### src/rtl/uvs_pkg.sv
// ----------------------------------------------------------------------------
// uvs_pkg
// Shared constants, types and helpers for the UV sphere vertex unit.
// ----------------------------------------------------------------------------
package uvs_pkg;

    localparam int GRID_BITS  = 10;
    localparam int FRAC_BITS  = 15;
    localparam int IDX_BITS   = 20;
    localparam int POS_BITS   = 16;
    localparam int TURN_BITS  = 32;
    localparam int Q_BITS     = 30;
    localparam int MAG_BITS   = Q_BITS + 1;
    localparam int CFG_IDX_BITS = 2;

    // divider: 32 quotient bits, 4 per stage
    localparam int DIV_STEPS     = TURN_BITS;
    localparam int DIV_PER_STAGE = 4;
    localparam int DIV_STAGES    = DIV_STEPS / DIV_PER_STAGE;

    // trig: fold, scale, square, 3 stages per Horner step, final product
    localparam int HORNER_STEPS = 6;
    localparam int SIN_STEPS    = 5;
    localparam int TRIG_STAGES  = 3 + 3 * HORNER_STEPS + 1;

    localparam int SIDE_DEPTH = DIV_STAGES + TRIG_STAGES;
    localparam int LATENCY    = SIDE_DEPTH + 3;

    localparam logic [GRID_BITS-1:0] SECTOR_RESET = GRID_BITS'(36);
    localparam logic [GRID_BITS-1:0] STACK_RESET  = GRID_BITS'(18);

    localparam logic [MAG_BITS-1:0] Q30_ONE     = MAG_BITS'(1) << Q_BITS;
    localparam logic [MAG_BITS-1:0] HALF_PI_Q30 = MAG_BITS'(1686629713);
    localparam logic [63:0]         Q30_HALF    = 64'd1 << (Q_BITS - 1);

    // Horner divisors and floor(2^32/k) reciprocals
    localparam logic [7:0] COS_K [HORNER_STEPS] = '{8'd132, 8'd90, 8'd56, 8'd30, 8'd12, 8'd2};
    localparam logic [7:0] SIN_K [HORNER_STEPS] = '{8'd110, 8'd72, 8'd42, 8'd20, 8'd6, 8'd1};
    localparam logic [31:0] COS_RECIP [HORNER_STEPS] = '{
        32'd32537631, 32'd47721858, 32'd76695844,
        32'd143165576, 32'd357913941, 32'd2147483648};
    localparam logic [31:0] SIN_RECIP [HORNER_STEPS] = '{
        32'd39045157, 32'd59652323, 32'd102261126,
        32'd214748364, 32'd715827882, 32'd0};

    typedef enum logic [CFG_IDX_BITS-1:0] {
        REG_SECTOR_COUNT = 2'd0,
        REG_STACK_COUNT  = 2'd1
    } cfg_reg_t;

    typedef struct packed {
        logic                s_neg;
        logic                c_neg;
        logic [MAG_BITS-1:0] s_mag;
        logic [MAG_BITS-1:0] c_mag;
    } trig_res_t;

    typedef struct packed {
        logic                vld;
        logic                point_ok;
        logic                quad_ok;
        logic [IDX_BITS-1:0] here;
        logic [IDX_BITS-1:0] below;
    } side_t;

    // sign/magnitude to saturated 16-bit two's complement
    function automatic logic [POS_BITS-1:0] pack_pos(input logic neg, input logic [47:0] mag);
        logic [47:0] m;
        m = mag;
        if (mag == 48'd0) begin
            return '0;
        end
        if (neg) begin
            if (m > 48'd32768) begin
                m = 48'd32768;
            end
            return POS_BITS'(48'h10000 - m);
        end
        if (m > 48'd32767) begin
            m = 48'd32767;
        end
        return POS_BITS'(m);
    endfunction

endpackage

### src/rtl/uvs_div.sv
// ----------------------------------------------------------------------------
// uvs_div
// Pipelined restoring divider, four quotient bits per stage.
// ----------------------------------------------------------------------------
module uvs_div (
    input  logic                           clk,
    input  logic                           rst_n,
    input  logic                           in_vld,
    input  logic [uvs_pkg::GRID_BITS-1:0]  in_rem,
    input  logic [uvs_pkg::GRID_BITS-1:0]  in_div,
    input  logic [uvs_pkg::TURN_BITS-1:0]  in_word,
    output logic                           out_vld,
    output logic [uvs_pkg::TURN_BITS-1:0]  out_quot
);
    import uvs_pkg::*;

    logic                 vld_reg  [DIV_STAGES];
    logic [GRID_BITS-1:0] rem_reg  [DIV_STAGES];
    logic [GRID_BITS-1:0] div_reg  [DIV_STAGES];
    logic [TURN_BITS-1:0] word_reg [DIV_STAGES];
    logic [GRID_BITS-1:0] rem_next  [DIV_STAGES];
    logic [TURN_BITS-1:0] word_next [DIV_STAGES];

    // word shifts out dividend bits at the top and takes quotient bits in
    always_comb
    begin
        logic [GRID_BITS-1:0] rem_v;
        logic [TURN_BITS-1:0] word_v;
        logic [GRID_BITS-1:0] div_v;
        logic [GRID_BITS:0]   trial;
        for (int s = 0; s < DIV_STAGES; s++)
        begin
            if (s == 0)
            begin
                rem_v  = in_rem;
                word_v = in_word;
                div_v  = in_div;
            end
            else
            begin
                rem_v  = rem_reg[(s == 0) ? 0 : s - 1];
                word_v = word_reg[(s == 0) ? 0 : s - 1];
                div_v  = div_reg[(s == 0) ? 0 : s - 1];
            end
            for (int j = 0; j < DIV_PER_STAGE; j++)
            begin
                trial  = {rem_v, word_v[TURN_BITS-1]};
                word_v = {word_v[TURN_BITS-2:0], 1'b0};
                if (trial >= {1'b0, div_v})
                begin
                    rem_v     = GRID_BITS'(trial - {1'b0, div_v});
                    word_v[0] = 1'b1;
                end
                else
                begin
                    rem_v = trial[GRID_BITS-1:0];
                end
            end
            rem_next[s]  = rem_v;
            word_next[s] = word_v;
        end
    end

    always_ff @(posedge clk or negedge rst_n)
    begin
        if (!rst_n)
        begin
            for (int s = 0; s < DIV_STAGES; s++)
            begin
                vld_reg[s] <= 1'b0;
            end
        end
        else
        begin
            vld_reg[0] <= in_vld;
            for (int s = 1; s < DIV_STAGES; s++)
            begin
                vld_reg[s] <= vld_reg[s-1];
            end
        end
    end

    always_ff @(posedge clk)
    begin
        div_reg[0] <= in_div;
        for (int s = 1; s < DIV_STAGES; s++)
        begin
            div_reg[s] <= div_reg[s-1];
        end
        for (int s = 0; s < DIV_STAGES; s++)
        begin
            rem_reg[s]  <= rem_next[s];
            word_reg[s] <= word_next[s];
        end
    end

    assign out_vld  = vld_reg[DIV_STAGES-1];
    assign out_quot = word_reg[DIV_STAGES-1];

endmodule

### config.mk
export PLATFORM = sky130hd
export DESIGN_NAME = uvs_div
export DESIGN_NICKNAME = d
export VERILOG_FILES = /design/src/rtl/uvs_pkg.sv /design/src/rtl/uvs_div.sv
export SDC_FILE = /design/constraint.sdc
export NUM_CORES = 1
export LEC_CHECK = 0
export BUFFER_PORTS_ARGS = -buffer_cell sky130_fd_sc_hd__buf_4
export CAP_MARGIN = 20
export CORE_MARGIN = 2
export CORE_UTILIZATION = 63
export DETAILED_ROUTE_END_ITERATION = 8
export HOLD_SLACK_MARGIN = 0.1
export PLACE_DENSITY = 0.81
export REMOVE_ABC_BUFFERS = 1
export SLEW_MARGIN = 20
export SYNTH_ARGS = -nofsm -noshare
export SYNTH_HDL_FRONTEND = slang
export SYNTH_SLANG_ARGS = --single-unit
export TNS_END_PERCENT = 1
### constraint.sdc
create_clock -name clk -period 10.5 [get_ports clk]
set_input_delay 1.575 -clock clk [delete_from_list [all_inputs] [get_ports clk]]
set_output_delay 1.575 -clock clk [all_outputs]
set_load 0.05 [all_outputs]
Word-level counts from Yosys, hierarchy flattened
Memories as Yosys holds them, arrays and structs flattened.
Index checks and enable logic that the tools add are counted.
Widths: inputs -> output; s select.
{"block": "classes", "n_addsub": 32, "order_cmp": 32, "muxes": 64}
{"cell": "$ge 11x10->1", "n": 32}
{"cell": "$mux 10", "n": 32}
{"cell": "$sub 10x10->10", "n": 32}
{"cell": "$mux 1", "n": 32}
{"block": "totals", "ff_bits": 8, "mem_bits_rw": 416, "out_inout_bits": 33, "elab_cells": 139, "mem_count": 3}
{"memory": "word_reg", "depth": 8, "word_bits": 32, "rd": 8, "rd_ports_with_merged_regs": 0, "write_ports": 8, "line_no": "uvs_div.sv:20", "text": "logic [TURN_BITS-1:0] word_reg [DIV_STAGES];"}
{"memory": "div_reg", "depth": 8, "word_bits": 10, "rd": 7, "rd_ports_with_merged_regs": 0, "write_ports": 8, "line_no": "uvs_div.sv:19", "text": "logic [GRID_BITS-1:0] div_reg [DIV_STAGES];"}
{"memory": "rem_reg", "depth": 8, "word_bits": 10, "rd": 7, "rd_ports_with_merged_regs": 0, "write_ports": 8, "line_no": "uvs_div.sv:18", "text": "logic [GRID_BITS-1:0] rem_reg [DIV_STAGES];"}

Depth between registers and ports, before layout
Gate-level depths: netlist (run 1).
{"block": "depth", "word_depth": 8, "ltp_mapped": 43}

Worst setup path before layout (run 1)
Ideal clock, no wire load.
{"block": "synth_path", "kind": "input -> register", "start": "input in_div[1] (netlist bit)", "end": "memory rem_reg[0][8]", "setup_ps": 122, "arrival_ps": 9927, "required_time_ps": 10378, "path_slack_ps": 451, "cell_stages": 40, "path_cell_list": "inv_1 > ha_1 > nor2b_1 > o31ai_1 > a21oi_1 > a31o_2 > buf_1 > o21ai_0 > inv_1 > ha_1 > nor2b_1 > o31a_1 > o21ai_0 > a31oi_1 > a311oi_2 > nand2_1 > buf_1 > o21ai_0 > (+4 left out) > nand3_1 > a21oi_1 > o21bai_1 > a211oi_2 > nor2_1 > clkbuf_1 > o21a_1 > ha_1 > nor2b_1 > o211ai_1 > nand3_1 > a31oi_1 > o31ai_1 > nor4_1 > o22ai_2 > nor2b_1 > buf_2 > a221o_1"}
{"item": "start: declaration", "line_no": "uvs_div.sv:10", "text": "input logic [uvs_pkg::GRID_BITS-1:0] in_div,"}
{"item": "end: declaration", "line_no": "uvs_div.sv:18"}

==> results of run 1 <==
metrics by stage:
stage | hold slack (ps) | utilization (%) | instance area (um^2) | std cells | worst slack (ps)
finish | 319 | 70.8 | 29000 | 3554 | 684
global route | 325 | 70.8 | 29000 | 3554 | 33.2
CTS | 321 | 70.7 | 29000 | 3554 | 395
detailed placement | 312 | 67.2 | 27600 | 3474 | 467
global placement | 310 | 67.2 | 27600 | 3474 | 526
floorplan | 310 | - | 25900 | 2808 | 502
cell usage in the layout (no fill, tap or decap), drive strengths merged, types with 12 or more instances in the layout:
cell type  netlist  layout
a211oi          38      38
a21boi          13      13
a21o            93      93
a21oi          191     191
a221o           24      24
a31oi           27      27
buf             44     134
clkbuf          20      59
clkinv           2      13
dfxtp          396     396
fa              31      31
ha             320     320
inv            224     228
mux2           144     144
mux2i           38      38
nand2          143     143
nand2b          40      40
nand3           40      40
nand4           57      57
nor2           199     199
nor2b           79      79
nor3            51      51
o211ai          24      24
o21a            52      52
o21ai          160     160
o31a            13      13
o31ai           23      23
or2             12      12
xnor2          143     143
xor2            49      49
timing repair:
action	4_1_cts	5_1_grt
gates resized for setup	0	8
setup endpoints to repair	0	21
hold buffers	0	0
cell type report:
cell class / instances / area share, %
Timing Repair Buffer: 134 / 3.46
Tap cell: 532 / 2.29
Sequential cell: 404 / 28.0
Clock inverter: 21 / 0.715
Inverter: 226 / 2.92
Multi-Input combinational cell: 2178 / 58.4
Clock buffer: 59 / 4.26
worst reg2reg max path: cells and delay by family, from the launching register on:
kind | cells | cell delay (ps)
AOI/OAI and AO/OA | 13 | 3460
adders and majority gates | 4 | 1360
buffers and inverters | 6 | 1060
DFF | 1 | 520
muxes | 2 | 420
and+or+nand+nor | 11 | 2940
synth_stat cells (all sizes together), types with 9 or more instances:
cell	n
dfxtp	396
ha	320
inv	224
nor2	199
a21oi	191
o21ai	160
mux2	144
nand2	143
xnor2	143
a21o	93
nor2b	79
nand4	57
o21a	52
nor3	51
xor2	49
buf	44
nand2b	40
nand3	40
a211oi	38
mux2i	38
fa	31
a31oi	27
a221o	24
o211ai	24
o31ai	23
clkbuf	20
a21boi	13
o31a	13
or2	12
and2	11
or3	11
nor4	10
a211o	9
and3	9
o2111ai	9
worst max-delay path by stage:
stage	depth (start not counted)	endpoint	start	slack (ps)
after CTS	40	rem_reg[4][9]	div_reg[3][1]	390
after global routing	39	rem_reg[3][3]	div_reg[2][1]	30
after floorplan	35	rem_reg[0][0]	in_div[1]	500
final	36	rem_reg[6][9]	div_reg[5][1]	680
after global placement	40	rem_reg[4][9]	div_reg[3][1]	530
after detailed placement	38	rem_reg[0][1]	in_div[4]	470
routing by layer:
layer	track usage [%]	wire length, um	vias up
met5	0	0	-
met4	12.1	2500	0
met3	3.83	3590	182
met2	52.8	31600	730
met1	36.1	27800	10300
li1	-	-	10600
kinds of logic after synthesis:
| logic type | Yosys count | synth area share (%) |
|---|---|---|
| simple gates | 689 | 13.1 |
| buf+inv | 290 | 4.66 |
| compound gates | 764 | 19.6 |
| mux | 182 | 7.69 |
| flops | 404 | 31.0 |
| fa+ha+maj | 351 | 17.6 |
| xor+xnor | 192 | 6.41 |
==> impl_metrics.yaml, run 1 <==
synthesis:
  synth_flop_cell: "dfxtp_1"
  syn_inst: 2872
  async_reset_ff_share_pct: 1.98
  synth_area_um2: 26300
  yosysSeqAreaShare_pct: 31.0
  ys_types: 87
  ys_ff_latch: 404
  avgSynthCellArea_um2: 9.14
  synth_top_area_share_pct: 30.2
  yosys_warnings: 0
  ys_top_cells_by_area: "dfxtp_1 (30%), ha_1 (15%), mux2_2 (6.2%)"
  synth_top_area_cell: "dfxtp_1"
  synth-edff-count: 0
global_route:
  grt_max_degree: 19
  grt_util_all_layers_pct: 29.6
  grt_pass1_vias: 21500
  antenna_found_initial: 0
  overflow: 0
  grt_pass1_wl_mm: 106
worst_setup_path:
  cp.arrival_ps: 10320
  cp_top_family: "compound AO/OA/AOI/OAI gates"
  cp_slowest_stage_delay_ps: 640
  crit_path_max_fanout: 18
  r2r.worst_path.cells: 36
  end_kind: "flip-flop"
  cpMostUsedCell: "inv_1"
  timing.rr.end: "rem_reg[6][9]"
  r2r_slack_ps: 680
  cp.required_ps: 11000
  worst_setup_path_start_kind: "flip-flop"
  path_class: "reg2reg"
  r2r-start: "div_reg[5][1]"
  path_buf_inv: 6
  critPathSlowestCell: "or4_1"
drt:
  drt_iter0_markers: 1494
  drc: 0
  first_pass_iters: 7
  vias_per_cell: 6.13
  detail-route-antenna-nets: 0
  wl_per_cell_um: 18.4
  via_count: 21800
  routed_wl_mm: 65.5
cts:
  cts.sinks: 404
  cts_buffers: 44
  cts_setup_buffers: 0
  cts_root_buffer: "clkbuf_16"
  clk-insertion-delay-late_ps: 570
  cts_max_path_buffers: 3
  htreeDepth: 2
  tritoncts: "yes"
  path_clk_slew_ps: 60
sta:
  clock_skew_ps: 17.4
  fin_crit_sh_pct: 93.5
  relSlewSlack_pct: 38.0
  hold_violations: 0
  worstMarginPinSlew_ps: 929
  rsz0062_at_grt: "false"
  setup_tns_ps: 0
  max_freq_mhz: 102
  setup_viol: 0
  slew_violations: 0
  min_period_ps: 9820
finish:
  drive_gt1_share_pct: 13.3
  fin_nets: 3394
  register_area_um2: 8130
  largest_register_ffs: 256
  areaGrowthSynthToFinish_pct: 10.6
  multiInputGateArea_um2: 17000
  num_antenna_cells: 0
  nFillCells: 3199
hold_path:
  hold_path_depth: 0
  hold_start: "word_reg[0][82]"
  hold_end: "word_reg[0][118]"
  min_path_type: "reg2reg"
flow_run:
  drv_cap: 0
placement:
  dp_hpwl_mm: 51.3
  gp_congestion: 0.995
  io_buffers: 87
die:
  die_x_um: 208
  start_util_pct: 64.0
  core-area_um2: 41000
  dieArea_um2: 43300
  rows: 74
  die_h_um: 208
  pin_count: 88
outcome:
  status: "finished clean"
Power of run 1 is left out: the tool's default activity adds up to more than one toggle a clock period on the data nets, which glitch-free logic cannot reach.
==> run 2: changes to the inputs <==
Settings changed: CORE_MARGIN 2 to 5.
==> run 2 against run 1 <==
Compared with the run above: clock-buffer cell count is 4 lower; maximum frequency is 0.93% lower; register-to-register slack worse by 90 ps; cell count is 0.11% lower; die area is 5.8% higher; wire length is 0.68% lower; largest cell class unchanged; final area is 0.28% higher; sequential share of layout area is 0.074 points lower.
==> impl_metrics.yaml, run 2 (synthesized netlist as in run 1, its figures left out) <==
die:
  pin_count: 88
  core-area_um2: 41000
  start_util_pct: 64.0
  die_x_um: 214
  dieArea_um2: 45900
  rows: 74
  die_h_um: 214
cts:
  cts_hold_buf: 0
  clk-insertion-delay-late_ps: 580
  cts_root_buffer: "clkbuf_16"
  htreeDepth: 2
  cts_max_path_buffers: 3
  cts_buffers: 44
  path_clk_slew_ps: 60
  cts.sinks: 404
  cts-resized-gates: 0
  cts_setup_buffers: 0
  tritoncts: "yes"
placement:
  gp_congestion: 0.952
  dp_hpwl_mm: 51.1
  io_buffers: 87
finish:
  fin_nets: 3389
  final_common_cell: "dfxtp_1"
  drive_gt1_share_pct: 13.3
  layout_common_cells: "dfxtp_1 (395), ha_1 (320), inv_1 (220)"
  largest_register_ffs: 256
  num_antenna_cells: 0
  nFillCells: 3157
  areaGrowthSynthToFinish_pct: 10.9
global_route:
  grt_max_degree: 19
  grt_util_all_layers_pct: 27.3
  grt_use_met3_pct: 3.54
  grt_util_met2_pct: 49.0
  antenna_found_initial: 0
  grt_use_met1_pct: 33.4
  grt_pass1_wl_mm: 106
  overflow: 0
  grt_pass1_vias: 21800
  grt.busiest_layer: "met2"
worst_setup_path:
  crit_path_max_fanout: 15
  critPathSlowestCell: "dfxtp_2"
  cp.required_ps: 10950
  path_class: "reg2reg"
  cp_slowest_stage_delay_ps: 440
  end_kind: "flip-flop"
  cp.arrival_ps: 10360
  worst_setup_path_start_kind: "flip-flop"
drt:
  drt_iter0_markers: 1452
  routed_wl_mm: 65.0
  vias_per_cell: 6.10
  wl_per_cell_um: 18.3
  detail-route-antenna-nets: 0
  drc: 0
  first_pass_iters: 6
  via_count: 21700
outcome:
  status: "finished clean"
sta:
  rsz0062_at_grt: "false"
  clock_skew_ps: 21.3
  slew_violations: 0
  setup_viol: 0
  min_period_ps: 9910
  worstMarginPinSlew_ps: 914
  setup_tns_ps: 0
  hold_violations: 0
  max_freq_mhz: 101
  fin_crit_sh_pct: 94.4
  relSlewSlack_pct: 39.1
flow_run:
  drv_cap: 0
hold_path:
  min_path_type: "reg2reg"
## run 2: worst paths after layout
path | start | to | slack (ps) | cells after the start
max reg2reg | div_reg[3][1] | rem_reg[4][9] | 590 | 42
min in group asynchronous | rst_n | vld_reg[6] | 820 | 1
max | div_reg[3][1] | rem_reg[4][9] | 590 | 42
min reg2reg | word_reg[0][85] | word_reg[0][121] | 320 | 0
min | word_reg[0][85] | word_reg[0][121] | 320 | 0
max in group asynchronous | rst_n | vld_reg[3] | 9550 | 1
## run 2: metrics by stage
step           area, um^2  std cells  utilization [%]  setup slack (ps)  hold slack (ps)
6_report            29100       3550             71.0               591              322
2_1_floorplan       25900       2808                -               502              310
5_1_grt             29100       3550             71.0              23.7              329
3_3_place_gp        27500       3469             67.1               461              309
4_1_cts             29100       3550             71.0               307              321
3_5_place_dp        27500       3469             67.1               384              312
## run 2: layer usage
layer,part of all wire (%),routed length (um),vias up
met1,42,27500,10200
met4,3.4,2230,0
li1,-,-,10600
met2,49,31900,702
met3,5.2,3360,165
met5,0,0,-
## run 2: worst max-delay path: cells and delay by family (launching register included)
| kind | cells | cell delay, ps |
|---|---|---|
| adders and majority gates | 4 | 1240 |
| DFF | 1 | 440 |
| AOI/OAI and AO/OA | 21 | 5110 |
| and+or+nand+nor | 7 | 1250 |
| buffers and inverters | 9 | 1400 |
| muxes | 1 | 360 |
## run 2: cell type report
class,instances,area [um^2],area share (%)
timing repair buffer,129,968,3.32
sequential,404,8130,27.9
clock buffer,55,1230,4.24
multi-input combinational,2178,16900,58.1
tap,532,666,2.29
clock inverter,26,355,1.22
inverter,226,852,2.93
Power of run 2 is left out for the same reason.
